$ cat src/hrsp_pkg.sv
// Shared types, result kinds, character codes and tdata layout for the HTTP response parser.
package hrsp_pkg;

  // Result kind, carried on out_tuser
  typedef enum logic [2:0] {
    KIND_STATUS_BYTE = 3'd0,
    KIND_STATUS_DONE = 3'd1,
    KIND_HEADER_BYTE = 3'd2,
    KIND_HEADER_DONE = 3'd3,
    KIND_HEADERS_END = 3'd4,
    KIND_BODY        = 3'd5,
    KIND_ERROR       = 3'd6,
    KIND_IDLE        = 3'd7
  } kind_t;

  // Input command, carried on in_tuser
  localparam logic CMD_BYTE  = 1'b0;
  localparam logic CMD_RESET = 1'b1;

  // Response phase
  typedef enum logic [3:0] {
    PH_STATUS = 4'b0001,
    PH_HEADER = 4'b0010,
    PH_BODY   = 4'b0100,
    PH_ERROR  = 4'b1000
  } phase_t;

  // Position within the status line
  typedef enum logic [2:0] {
    SP_PROTO = 3'b001,
    SP_CODE  = 3'b010,
    SP_MSG   = 3'b100
  } status_part_t;

  // Position within a header line
  typedef enum logic [3:0] {
    HP_KEY     = 4'b0001,
    HP_COLON   = 4'b0010,
    HP_VAL_PRE = 4'b0100,
    HP_VAL_DIG = 4'b1000
  } header_part_t;

  localparam logic [7:0] CH_CR    = 8'h0D;
  localparam logic [7:0] CH_LF    = 8'h0A;
  localparam logic [7:0] CH_SP    = 8'h20;
  localparam logic [7:0] CH_TAB   = 8'h09;
  localparam logic [7:0] CH_COLON = 8'h3A;
  localparam logic [7:0] CH_0     = 8'h30;
  localparam logic [7:0] CH_9     = 8'h39;

  localparam int unsigned PROTO_LEN = 4;
  localparam int unsigned KEY_LEN   = 14;

  // Output tdata layout, lowest bit up
  localparam int unsigned OUT_TDATA_W  = 96;
  localparam int unsigned OD_ECHO_LO   = 0;
  localparam int unsigned OD_STATUS_LO = 8;
  localparam int unsigned OD_ISLEN     = 24;
  localparam int unsigned OD_CLEN_LO   = 25;
  localparam int unsigned OD_OFF_LO    = 57;
  localparam int unsigned OD_DONE      = 89;
  localparam int unsigned OD_PAD_W     = 6;

  // "HTTP"
  function automatic logic [7:0] proto_char(input logic [1:0] idx);
    logic [7:0] c;
    case (idx)
      2'd0:    c = 8'h48;
      2'd1:    c = 8'h54;
      2'd2:    c = 8'h54;
      2'd3:    c = 8'h50;
      default: c = 8'h00;
    endcase
    return c;
  endfunction

  // "Content-Length"
  function automatic logic [7:0] key_char(input logic [3:0] idx);
    logic [7:0] c;
    case (idx)
      4'd0:    c = 8'h43;
      4'd1:    c = 8'h6F;
      4'd2:    c = 8'h6E;
      4'd3:    c = 8'h74;
      4'd4:    c = 8'h65;
      4'd5:    c = 8'h6E;
      4'd6:    c = 8'h74;
      4'd7:    c = 8'h2D;
      4'd8:    c = 8'h4C;
      4'd9:    c = 8'h65;
      4'd10:   c = 8'h6E;
      4'd11:   c = 8'h67;
      4'd12:   c = 8'h74;
      4'd13:   c = 8'h68;
      default: c = 8'h00;
    endcase
    return c;
  endfunction

endpackage

$ cat src/http_response_stream_parser.sv
// HTTP response parser: status line, headers with Content-Length, body byte counting.
//
// Feed a response one byte per beat on in_tdata with in_tuser low; a beat with
// in_tuser high starts a new response and clears every field of the parser,
// including the body length. Each input beat yields exactly one output beat
// whose out_tuser tells what the byte was (status byte, status line done,
// header byte, header line done, end of headers, body byte, error, idle).
// The status code is reported with the "status done" beat, the flag for a
// Content-Length header with the "header done" beat, and every body byte
// carries its offset and a done flag that rises on the byte that makes the
// count reach the length. A malformed line, or a line that would pass
// MAX_LINE bytes with its LF, moves the parser into an error phase that
// answers every byte with an error beat until the next new-response beat.
// Throughput is one byte per clock while out_tready is high: the per-byte
// state update (the times-ten-plus-digit accumulation of the length value and
// the 32-bit body offset compare) is combinational between the input register
// and the output register. Each byte passes through the input register and
// then the output register; a stalled output holds its beat while one more
// input beat waits in the input register.
module http_response_stream_parser #(
  parameter int unsigned MAX_LINE = 512
) (
  input  logic        clk,
  input  logic        rst_n,
  input  logic        in_tvalid,
  output logic        in_tready,
  input  logic [7:0]  in_tdata,   // [7:0] data_byte
  input  logic [0:0]  in_tuser,   // [0] command
  output logic        out_tvalid,
  input  logic        out_tready,
  // [7:0] echo_byte, [23:8] status_code, [24] is_length_header,
  // [56:25] content_length, [88:57] body_offset, [89] body_done, [95:90] zero
  output logic [hrsp_pkg::OUT_TDATA_W-1:0] out_tdata,
  output logic [2:0]  out_tuser   // [2:0] kind
);

  localparam int unsigned LINE_W = $clog2(MAX_LINE);
  localparam logic [LINE_W-1:0] LINE_LIMIT = LINE_W'(MAX_LINE - 1);

  // Input register stage
  logic       s1_valid_r;
  logic       s1_cmd_r;
  logic [7:0] s1_byte_r;

  // Parser state
  hrsp_pkg::phase_t       phase_r, phase_nxt;
  logic [LINE_W-1:0]      line_len_r, line_len_nxt;
  logic                   last_cr_r, last_cr_nxt;
  hrsp_pkg::status_part_t spart_r, spart_nxt;
  logic                   prefix_ok_r, prefix_ok_nxt;
  logic [15:0]            code_acc_r, code_acc_nxt;
  logic                   digits_open_r, digits_open_nxt;
  hrsp_pkg::header_part_t hpart_r, hpart_nxt;
  logic                   key_ok_r, key_ok_nxt;
  logic [31:0]            val_acc_r, val_acc_nxt;
  logic [31:0]            length_r, length_nxt;
  logic [31:0]            offset_r, offset_nxt;

  // Output register stage
  logic                            out_valid_r;
  hrsp_pkg::kind_t                 out_kind_r, out_kind_nxt;
  logic [hrsp_pkg::OUT_TDATA_W-1:0] out_data_r, out_data_nxt;

  logic s2_ready;
  logic advance;

  assign s2_ready  = !out_valid_r || out_tready;
  assign advance   = s1_valid_r && s2_ready;
  assign in_tready = !s1_valid_r || s2_ready;

  assign out_tvalid = out_valid_r;
  assign out_tdata  = out_data_r;
  assign out_tuser  = out_kind_r;

  // Per-byte work
  logic [7:0]  b;
  logic        b_digit;
  logic [3:0]  b_val;
  logic        eol;
  logic        line_clr;
  logic        key_ok_eff;
  logic        do_val_digit;
  logic [19:0] code_mul;
  logic [35:0] val_mul;
  logic        off_inc;
  logic [31:0] off_plus;
  logic [15:0] r_status;
  logic        r_islen;
  logic [31:0] r_off;
  logic        r_done;
  logic [7:0]  r_echo;

  always_comb begin
    b       = s1_byte_r;
    b_digit = (b >= hrsp_pkg::CH_0) && (b <= hrsp_pkg::CH_9);
    b_val   = 4'(b - hrsp_pkg::CH_0);
    eol     = (b == hrsp_pkg::CH_LF) && last_cr_r;

    code_mul = ({4'b0, code_acc_r} << 3) + ({4'b0, code_acc_r} << 1) + 20'(b_val);
    val_mul  = ({4'b0, val_acc_r} << 3) + ({4'b0, val_acc_r} << 1) + 36'(b_val);

    off_inc  = (offset_r != 32'hFFFF_FFFF);
    off_plus = offset_r + 32'd1;

    phase_nxt       = phase_r;
    line_len_nxt    = line_len_r;
    last_cr_nxt     = last_cr_r;
    spart_nxt       = spart_r;
    prefix_ok_nxt   = prefix_ok_r;
    code_acc_nxt    = code_acc_r;
    digits_open_nxt = digits_open_r;
    hpart_nxt       = hpart_r;
    key_ok_nxt      = key_ok_r;
    val_acc_nxt     = val_acc_r;
    length_nxt      = length_r;
    offset_nxt      = offset_r;
    line_clr        = 1'b0;
    key_ok_eff      = key_ok_r;
    do_val_digit    = 1'b0;

    out_kind_nxt = hrsp_pkg::KIND_ERROR;
    r_echo       = b;
    r_status     = 16'd0;
    r_islen      = 1'b0;
    r_off        = 32'd0;
    r_done       = 1'b0;

    if (s1_cmd_r == hrsp_pkg::CMD_RESET) begin
      // New response: clear everything, body length included
      phase_nxt    = hrsp_pkg::PH_STATUS;
      line_clr     = 1'b1;
      length_nxt   = 32'd0;
      offset_nxt   = 32'd0;
      out_kind_nxt = hrsp_pkg::KIND_IDLE;
      r_echo       = 8'd0;
    end else begin
      case (phase_r)
        hrsp_pkg::PH_BODY: begin
          // Count the byte; saturate the offset at all ones
          out_kind_nxt = hrsp_pkg::KIND_BODY;
          r_off        = offset_r;
          if (off_inc) begin
            offset_nxt = off_plus;
          end
          r_done = off_inc && (off_plus == length_r);
        end
        hrsp_pkg::PH_STATUS, hrsp_pkg::PH_HEADER: begin
          if (eol) begin
            if (phase_r == hrsp_pkg::PH_STATUS) begin
              if (prefix_ok_r && (spart_r == hrsp_pkg::SP_MSG)) begin
                out_kind_nxt = hrsp_pkg::KIND_STATUS_DONE;
                r_status     = code_acc_r;
                length_nxt   = 32'd0;
                phase_nxt    = hrsp_pkg::PH_HEADER;
                line_clr     = 1'b1;
              end else begin
                phase_nxt = hrsp_pkg::PH_ERROR;
              end
            end else if (line_len_r == LINE_W'(1)) begin
              // Empty line: headers end, body starts
              out_kind_nxt = hrsp_pkg::KIND_HEADERS_END;
              offset_nxt   = 32'd0;
              phase_nxt    = hrsp_pkg::PH_BODY;
              line_clr     = 1'b1;
            end else if ((hpart_r == hrsp_pkg::HP_VAL_PRE) ||
                         (hpart_r == hrsp_pkg::HP_VAL_DIG)) begin
              out_kind_nxt = hrsp_pkg::KIND_HEADER_DONE;
              r_islen      = key_ok_r;
              if (key_ok_r) begin
                length_nxt = val_acc_r;
              end
              line_clr = 1'b1;
            end else begin
              phase_nxt = hrsp_pkg::PH_ERROR;
            end
          end else if (line_len_r >= LINE_LIMIT) begin
            // Line would overflow the MAX_LINE length limit
            phase_nxt = hrsp_pkg::PH_ERROR;
          end else begin
            if (phase_r == hrsp_pkg::PH_STATUS) begin
              out_kind_nxt = hrsp_pkg::KIND_STATUS_BYTE;
              if ((line_len_r < LINE_W'(hrsp_pkg::PROTO_LEN)) &&
                  (b != hrsp_pkg::proto_char(line_len_r[1:0]))) begin
                prefix_ok_nxt = 1'b0;
              end
              case (spart_r)
                hrsp_pkg::SP_PROTO: begin
                  if (b == hrsp_pkg::CH_SP) begin
                    spart_nxt = hrsp_pkg::SP_CODE;
                  end
                end
                hrsp_pkg::SP_CODE: begin
                  if (b == hrsp_pkg::CH_SP) begin
                    spart_nxt = hrsp_pkg::SP_MSG;
                  end else if (digits_open_r && b_digit) begin
                    code_acc_nxt = (code_mul[19:16] != 4'd0) ? 16'hFFFF : code_mul[15:0];
                  end else begin
                    digits_open_nxt = 1'b0;
                  end
                end
                default: begin
                end
              endcase
            end else begin
              out_kind_nxt = hrsp_pkg::KIND_HEADER_BYTE;
              case (hpart_r)
                hrsp_pkg::HP_KEY, hrsp_pkg::HP_COLON: begin
                  if ((hpart_r == hrsp_pkg::HP_COLON) && (b == hrsp_pkg::CH_SP)) begin
                    hpart_nxt = hrsp_pkg::HP_VAL_PRE;
                  end else begin
                    // A colon not followed by a space spoils the key and keeps scanning
                    if (hpart_r == hrsp_pkg::HP_COLON) begin
                      key_ok_eff = 1'b0;
                    end
                    hpart_nxt = hrsp_pkg::HP_KEY;
                    if (b == hrsp_pkg::CH_COLON) begin
                      key_ok_eff = key_ok_eff &&
                                   (line_len_r == LINE_W'(hrsp_pkg::KEY_LEN));
                      hpart_nxt  = hrsp_pkg::HP_COLON;
                    end else if ((line_len_r >= LINE_W'(hrsp_pkg::KEY_LEN)) ||
                                 (b != hrsp_pkg::key_char(line_len_r[3:0]))) begin
                      key_ok_eff = 1'b0;
                    end
                    key_ok_nxt = key_ok_eff;
                  end
                end
                hrsp_pkg::HP_VAL_PRE: begin
                  // Skip leading blanks
                  if ((b != hrsp_pkg::CH_SP) && (b != hrsp_pkg::CH_TAB)) begin
                    if (b_digit) begin
                      do_val_digit = 1'b1;
                    end else begin
                      digits_open_nxt = 1'b0;
                    end
                    hpart_nxt = hrsp_pkg::HP_VAL_DIG;
                  end
                end
                hrsp_pkg::HP_VAL_DIG: begin
                  if (digits_open_r && b_digit) begin
                    do_val_digit = 1'b1;
                  end else begin
                    digits_open_nxt = 1'b0;
                  end
                end
                default: begin
                end
              endcase
              if (do_val_digit) begin
                val_acc_nxt = (val_mul[35:32] != 4'd0) ? 32'hFFFF_FFFF : val_mul[31:0];
              end
            end
            line_len_nxt = line_len_r + LINE_W'(1);
            last_cr_nxt  = (b == hrsp_pkg::CH_CR);
          end
        end
        default: begin
          // Error phase: hold
        end
      endcase
    end

    if (line_clr) begin
      line_len_nxt    = '0;
      last_cr_nxt     = 1'b0;
      spart_nxt       = hrsp_pkg::SP_PROTO;
      prefix_ok_nxt   = 1'b1;
      code_acc_nxt    = 16'd0;
      digits_open_nxt = 1'b1;
      hpart_nxt       = hrsp_pkg::HP_KEY;
      key_ok_nxt      = 1'b1;
      val_acc_nxt     = 32'd0;
    end

    out_data_nxt = {{hrsp_pkg::OD_PAD_W{1'b0}}, r_done, r_off, length_nxt,
                    r_islen, r_status, r_echo};
  end

  // Input register: take a beat whenever the stage is free or drains this cycle
  always_ff @(posedge clk) begin
    if (!rst_n) begin
      s1_valid_r <= 1'b0;
    end else if (in_tready) begin
      s1_valid_r <= in_tvalid;
    end
  end

  always_ff @(posedge clk) begin
    if (in_tready && in_tvalid) begin
      s1_cmd_r  <= in_tuser[0];
      s1_byte_r <= in_tdata;
    end
  end

  // Parser state: advance once per byte moved into the output register
  always_ff @(posedge clk) begin
    if (!rst_n) begin
      phase_r       <= hrsp_pkg::PH_STATUS;
      line_len_r    <= '0;
      last_cr_r     <= 1'b0;
      spart_r       <= hrsp_pkg::SP_PROTO;
      prefix_ok_r   <= 1'b1;
      code_acc_r    <= 16'd0;
      digits_open_r <= 1'b1;
      hpart_r       <= hrsp_pkg::HP_KEY;
      key_ok_r      <= 1'b1;
      val_acc_r     <= 32'd0;
      length_r      <= 32'd0;
      offset_r      <= 32'd0;
    end else if (advance) begin
      phase_r       <= phase_nxt;
      line_len_r    <= line_len_nxt;
      last_cr_r     <= last_cr_nxt;
      spart_r       <= spart_nxt;
      prefix_ok_r   <= prefix_ok_nxt;
      code_acc_r    <= code_acc_nxt;
      digits_open_r <= digits_open_nxt;
      hpart_r       <= hpart_nxt;
      key_ok_r      <= key_ok_nxt;
      val_acc_r     <= val_acc_nxt;
      length_r      <= length_nxt;
      offset_r      <= offset_nxt;
    end
  end

  // Output register: hold while stalled
  always_ff @(posedge clk) begin
    if (!rst_n) begin
      out_valid_r <= 1'b0;
    end else if (s2_ready) begin
      out_valid_r <= s1_valid_r;
    end
  end

  always_ff @(posedge clk) begin
    if (advance) begin
      out_kind_r <= out_kind_nxt;
      out_data_r <= out_data_nxt;
    end
  end

endmodule

$ cat config.mk
export PLATFORM = sky130hd
export DESIGN_NAME = http_response_stream_parser
export DESIGN_NICKNAME = d
export VERILOG_FILES = /design/src/hrsp_pkg.sv /design/src/http_response_stream_parser.sv
export SDC_FILE = /design/constraint.sdc
export NUM_CORES = 1
export LEC_CHECK = 0
export ABC_CLOCK_PERIOD_IN_PS = 5650
export BUFFER_PORTS_ARGS = -buffer_cell sky130_fd_sc_hd__buf_2
export CAP_MARGIN = 20
export CORE_AREA = 2 2 194 196
export CTS_CLUSTER_SIZE = 40
export DETAILED_ROUTE_END_ITERATION = 10
export DIE_AREA = 0 0 196 198
export GPL_TIMING_DRIVEN = 0
export MAX_ROUTING_LAYER = met4
export SETUP_SLACK_MARGIN = 0.4
export SLEW_MARGIN = 20
export SYNTH_ARGS = -nofsm -noshare
export SYNTH_HDL_FRONTEND = slang
export SYNTH_SLANG_ARGS = --single-unit
$ cat constraint.sdc
create_clock -name clk -period 5.65 [get_ports clk]
set_input_delay 1.695 -clock clk [delete_from_list [all_inputs] [get_ports clk]]
set_output_delay 1.695 -clock clk [all_outputs]
set_load 0.03 [all_outputs]
Word level (Yosys, flattened, before mapping)
Memory sizes are Yosys's and may differ from the RTL's. A register that Yosys moved wholly into a read port is not among the register bits.
Index checks and enable logic that the tools add are counted.
{"block": "totals", "mem_count": 1, "in_bits": 13, "ram_bits": 0, "romBits": 112, "output_inout_bits": 101, "latch_bits": 0, "register_bits": 240}
{"memory": "(name not given)", "depth": 16, "width": 7, "rd": 1, "rd_ports_with_merged_regs": 1, "write_ports": 0, "line": "hrsp_pkg.sv:80", "source": "case (idx)"}
{"block": "op_classes", "n_lt_le_gt_ge": 5, "mul": 0, "bitwise_logic": 6, "div_mod_pow": 0, "shift": 0, "mux": 146, "eq_ne": 43, "n_reduce_logical": 49, "addsub": 7}
{"operator": "2-to-1 mux 32 bit", "count": 21}
{"operator": "2-to-1 mux 16 bit", "count": 10}
{"operator": "2-to-1 mux 8 bit", "count": 13}
{"operator": "2-to-1 mux 4 bit", "count": 17}
{"operator": "case mux 32 bit (2 select lines)", "count": 1}
{"operator": "2-to-1 mux 1 bit", "count": 56}
{"operator": "2-to-1 mux 3 bit", "count": 15}
{"operator": "2-to-1 mux 9 bit", "count": 5}
{"operator": "adder 35 x 33 -> 36 bit", "count": 1}
{"operator": "adder 36 x 4 -> 36 bit", "count": 1}
{"operator": "adder 32 x 1 -> 32 bit (second input constant)", "count": 1}
{"operator": "equality test 32 bit", "count": 1}
{"operator": "inequality test 32 bit (second input constant)", "count": 1}
{"operator": "case mux 8 bit (3 select lines)", "count": 1}
{"operator": "inequality test 3 bit (second input constant)", "count": 7}
{"operator": "adder 19 x 17 -> 20 bit", "count": 1}
{"operator": "adder 20 x 4 -> 20 bit", "count": 1}
{"operator": "AND reduction 9 bit", "count": 2}
{"operator": "equality test 8 x 4 -> 1 bit (second input constant)", "count": 2}
{"operator": "equality test 8 x 6 -> 1 bit (second input constant)", "count": 2}
{"operator": "inequality test 8 bit", "count": 2}
{"operator": "AND reduction 8 bit", "count": 2}
{"operator": "nonzero test 2 bit", "count": 8}
{"operator": "AND reduction 7 bit", "count": 2}
{"operator": "other kinds (44)", "count": 83}

Longest topological paths before layout
{"block": "logic_depth", "ltp_word": 21, "mapped_depth": 14, "depth_no_buf": 13}

Least setup slack after synthesis
No wires, ideal clock.
{"block": "synth_timing", "kind": "input -> register", "from": "input port out_tready", "to": "register out_data_r, in the netlist out_tdata[0], enable pin", "slack_ns": -0.083, "setup_time_ns": 0.493, "n_path_buf": 3, "t_arrival_ns": 5.240, "cell_stages": 6, "t_required_ns": 5.157, "path_cell_list": "nor2b_1 > nand2b_1 > buf_2 > inv_1 > clkbuf_1 > buf_1"}
{"block": "synth_between", "elab_chain_cells": 2}
{"element": "start, declared", "line": "http_response_stream_parser.sv:30", "source": "input logic out_tready,"}
{"element": "logical OR 1 bit", "line": "http_response_stream_parser.sv:67", "source": "assign s2_ready = !out_valid_r || out_tready;"}
{"element": "logical AND 1 bit", "line": "http_response_stream_parser.sv:68", "source": "assign advance = s1_valid_r && s2_ready;"}
{"element": "via advance", "line": "http_response_stream_parser.sv:65", "source": "logic advance;"}
{"element": "end signal, assigned", "line": "http_response_stream_parser.sv:337", "source": "out_data_r <= out_data_nxt;"}
{"element": "end, declared", "line": "http_response_stream_parser.sv:62", "source": "logic [hrsp_pkg::OUT_TDATA_W-1:0] out_data_r, out_data_nxt;"}
The timed path passes the listed nets, and every way through them passes these cells.
A chain may end at the register's enable or synchronous reset.

Final worst setup path
{"block": "layout_timing", "from": "register s1_byte_r[3] (netlist: b[3])", "to": "register code_acc_r[5]"}
{"block": "layout_between", "elab_chain_cells": 13}
{"element": "start, declared", "line": "http_response_stream_parser.sv:43", "source": "logic [7:0] s1_byte_r;"}
{"element": "start signal, assigned", "line": "http_response_stream_parser.sv:290", "source": "s1_byte_r <= in_tdata;"}
{"element": "subtractor 4 x 1 -> 4 bit", "line": "http_response_stream_parser.sv:96", "source": "b_val = 4'(b - hrsp_pkg::CH_0);"}
{"element": "adder 20 x 4 -> 20 bit", "line": "http_response_stream_parser.sv:99", "source": "code_mul = ({4'b0, code_acc_r} << 3) + ({4'b0, code_acc_r} << 1) + 20'(b_val);"}
{"element": "nonzero test 4 bit", "line": "http_response_stream_parser.sv:196", "source": "code_acc_nxt = (code_mul[19:16] != 4'd0) ? 16'hFFFF : code_mul[15:0];"}
{"element": "2-to-1 mux 16 bit", "line": "http_response_stream_parser.sv:196"}
{"element": "2-to-1 mux 16 bit", "line": "http_response_stream_parser.sv:195", "source": "end else if (digits_open_r && b_digit) begin"}
{"element": "2-to-1 mux 16 bit", "line": "http_response_stream_parser.sv:193", "source": "if (b == hrsp_pkg::CH_SP) begin"}
{"element": "2-to-1 mux 16 bit", "line": "http_response_stream_parser.sv:186", "source": "case (spart_r)"}
{"element": "2-to-1 mux 16 bit", "line": "http_response_stream_parser.sv:180", "source": "if (phase_r == hrsp_pkg::PH_STATUS) begin"}
{"element": "2-to-1 mux 16 bit", "line": "http_response_stream_parser.sv:176", "source": "end else if (line_len_r >= LINE_LIMIT) begin"}
{"element": "2-to-1 mux 16 bit", "line": "http_response_stream_parser.sv:148", "source": "if (eol) begin"}
{"element": "2-to-1 mux 16 bit", "line": "http_response_stream_parser.sv:137", "source": "case (phase_r)"}
{"element": "2-to-1 mux 16 bit", "line": "http_response_stream_parser.sv:128", "source": "if (s1_cmd_r == hrsp_pkg::CMD_RESET) begin"}
{"element": "2-to-1 mux 16 bit", "line": "http_response_stream_parser.sv:262", "source": "if (line_clr) begin"}
{"element": "end signal, assigned", "line": "http_response_stream_parser.sv:315", "source": "code_acc_r <= code_acc_nxt;"}
{"element": "end, declared", "line": "http_response_stream_parser.sv:51", "source": "logic [15:0] code_acc_r, code_acc_nxt;"}
Parallel ways exist; a longest one is shown, timed or not. The select of a mux whose other input is x is not followed.

==> impl_metrics.json <==
{
  "path_cells": "fa_1 -> fa_1 -> a21oi_1 -> o22ai_1 -> o32ai_1 -> o22ai_1 -> or3_2 -> o31ai_1 -> nor4bb_1 -> buf_4 -> buf_6 -> a21oi_1",
  "p_leak_nw": 6.648,
  "placed_cell_area_um2": 15740,
  "globalplace.congestion": 0.9127,
  "busiest_layer": "met2",
  "synth_commonest_cells": "162 x nand2_1, 145 x dfxtp_1, 141 x nor2_1",
  "fin_crit_ns": 4.163,
  "setup_slack_ns": 1.487,
  "finalSetupTns_ns": 0,
  "core_um2": 36960,
  "clockBufferDepth": 3,
  "post-place-ws_ns": 1.102,
  "p_seq_frac": 0.483,
  "p_int_mw": 3.033,
  "synth-edff-count": 102,
  "drcViolationCount": 0,
  "gr-total-overflow": 0,
  "fp.dieW_um": 196,
  "numCtsBuffers": 26,
  "crit_family": "compound AO/OA/AOI/OAI gates",
  "crit_path_start_kind": "register",
  "multiInputGateArea_um2": 8061,
  "ys_types": 87,
  "yosysTopAreaCell": "edfxtp_1",
  "synth_top_cell_area_share": 0.2104,
  "grt_util_met1": 0.2939,
  "critPathBufInv": 2,
  "slew_viol_final": 0,
  "rsz0062_at_grt": "no",
  "hold_viol": 0,
  "die_area_um2": 38810,
  "met2_usage": 0.3364,
  "layout.area.seq_um2": 5966,
  "dpl.hpwl_mm": 31.52,
  "synth-seq-cells": 247,
  "cts_resized": 0,
  "r2r_cells": 12,
  "p_per_area_nw_per_um2": 240.6,
  "critPathCaptureType": "register",
  "io_buffers": 107,
  "antenna_found_initial": 0,
  "worst_skew_pair.late_latency_ns": 0.55,
  "synthArstFlopShare": 0,
  "power.switching_mw": 0.9653,
  "vdd.ir_drop.worst_uv": 175.0,
  "diodes": 0,
  "clk_pin_slew_worst_paths_ns": 0.06,
  "grt.total_usage": 0.2135,
  "cp.arrival_ns": 4.59,
  "dp.cells": 2180,
  "setup_violations": 0,
  "antenna_left": 0,
  "io_pins": 114,
  "ff2ff_setup_slack_ns": 1.49,
  "holdPathEnd": "prefix_ok_r",
  "routed_wl_mm": 41.07,
  "status": "finished, final reports clean",
  "tightest_slew_ns": 0.9110,
  "crit-reg2reg-capture": "code_acc_r[5]",
  "drtIter0Drc": 915,
  "cts.sinks": 247,
  "synth_most_common_cell": "nand2_1",
  "cts_tree": "yes",
  "critPathKind": "reg -> reg",
  "grt_pass1_wl_mm": 64.10,
  "ys_warn_count": 0,
  "syn_area_um2": 14560,
  "cts_root_buf": "clkbuf_16",
  "synthCells": 1593,
  "comb_power_share": 0.079,
  "finalInstanceArea_um2": 16620,
  "die_height_um": 198,
  "hold_depth": 2,
  "ys.flop_type": "dfxtp_1",
  "ys_top_cells_by_area": "edfxtp_1 21%, dfxtp_1 20%, ha_1 9.0%",
  "cap_violations": 0,
  "syn_to_final_growth_pct": 14.15,
  "instances_no_fill": 2228,
  "final_net_count": 1856,
  "critPathSlowestCell": "fa_1",
  "drive_gt1_frac": 0.1197,
  "grt_max_degree": 55,
  "ctsHoldBuffers": 0,
  "fmax_mhz": 240.2,
  "slew_headroom": 0.3880,
  "finalCritPeriodShare": 0.7369,
  "via_count": 12504,
  "wl_per_cell_um": 18.43,
  "critical_path_required_ns": 6.07,
  "worst-path-stages": 12,
  "firstDrtPassIters": 5,
  "grt_pass1_vias": 11463,
  "min-delay-start": "prefix_ok_r",
  "num_rows": 71,
  "synth_area_per_cell_um2": 9.139,
  "final_core_util": 0.4497,
  "finalClockSkew_ns": 0.02398,
  "h-tree-depth": 1,
  "p_clk_frac": 0.438,
  "hold_class": "reg -> reg",
  "worstReg2RegStart": "b[3]",
  "seq_area_frac_synth": 0.4098,
  "power.total_mw": 3.998,
  "avgViaCountPerCell": 5.612,
  "p_sw_frac": 0.2414,
  "cts_setup_buffers": 0,
  "whs_ns": 0.4714,
  "nFillCells": 3594,
  "initial_core_util": 0.3939,
  "critPathMaxFanout": 10,
  "grt_util_met3": 0.02453,
  "max_stage_delay_ns": 0.58
}
## how the worst max path moves through the flow
stage	startpoint	endpoint	slack, ns
global route	b[3]	code_acc_r[5]	1.21
global placement	out_tready	out_tdata[1]	-0.003
detailed placement	out_tready	register	1.10
finish	b[3]	code_acc_r[5]	1.49
CTS	b[3]	code_acc_r[5]	1.49
floorplan	out_tready	out_tdata[0]	1.26
## area by class of cell
class                           instances  share of cell area
Multi-Input combinational cell       1223              0.4851
Sequential cell                       247              0.3590
Clock buffer                           43             0.04977
Tap cell                              474             0.03569
Timing Repair Buffer                  108             0.03388
Buffer                                 94             0.02583
Inverter                               34            0.007680
Clock inverter                          5            0.003012
## state kept, by name (all words and copies together), names as in the netlist, 3 cells and up, named ones only
register and count:
hpart_r 4, line_len_r 9, val_acc_r 32, b 8
out_tuser 3, phase_r 4, out_tdata 90, code_acc_r 16
length_r 32, spart_r 3, offset_r 32
## worst reg2reg max path: cells and delay by family (launching register included)
kind                     cells  cell delay, ns
flip-flops                   1            0.53
adder cells (fa/ha/maj)      2            1.07
buffers and inverters        2            0.38
AND/OR/NAND/NOR              2            0.82
AO/OA/AOI/OAI                6            1.26
## layer usage
layer | share of wire | wire length (um)
met1 | 0.48 | 19540
met3 | 0.053 | 2157
met2 | 0.45 | 18520
met4 | 0.021 | 850
met5 | 0 | 0
## power groups by stage
stage | logic (mW) | registers, mW | clock network, mW
floorplan | 0.157 | 2.03 | 0
global placement | 0.310 | 1.97 | 0
detailed placement | 0.317 | 1.97 | 0
CTS | 0.318 | 1.93 | 1.79
global route | 0.343 | 1.93 | 1.86
finish | 0.317 | 1.93 | 1.75
## placed cells by master, fill, tap and decap left out, types with 6 or more instances in the layout
cell       instances
nand2_1          162
dfxtp_1          145
nor2_1           141
a21oi_1          134
buf_2            131
ha_1             105
edfxtp_1         102
o21ai_0           89
clkbuf_1          65
xnor2_1           65
and3_1            50
xor2_1            40
nand3_1           36
a22oi_1           36
inv_1             33
a221o_1           33
nand4_1           28
clkbuf_16         28
nor3_1            26
and2_1            26
a31oi_1           26
nor2b_1           16
o211ai_1          15
a21o_1            15
nand2b_1          12
mux2i_1           10
nor4_1             9
a211oi_1           9
o21a_1             9
buf_4              8
or2_2              8
nor3b_1            7
o2111ai_1          7
nand4b_1           7
clkbuf_8           7
and4_1             6
o31ai_1            6
a311oi_1           6
conb_1             6
## logic make-up after synthesis
kind of cell | count (synthesis) | synth area share
compound gates | 436 | 0.1964
mux | 11 | 0.007650
flops | 247 | 0.4098
other cells | 1 | 0.0002576
xor+xnor | 105 | 0.06317
fa+ha+maj | 109 | 0.09575
simple gates | 556 | 0.1893
buf+inv | 128 | 0.03773
(Power assumes the default switching activity.)
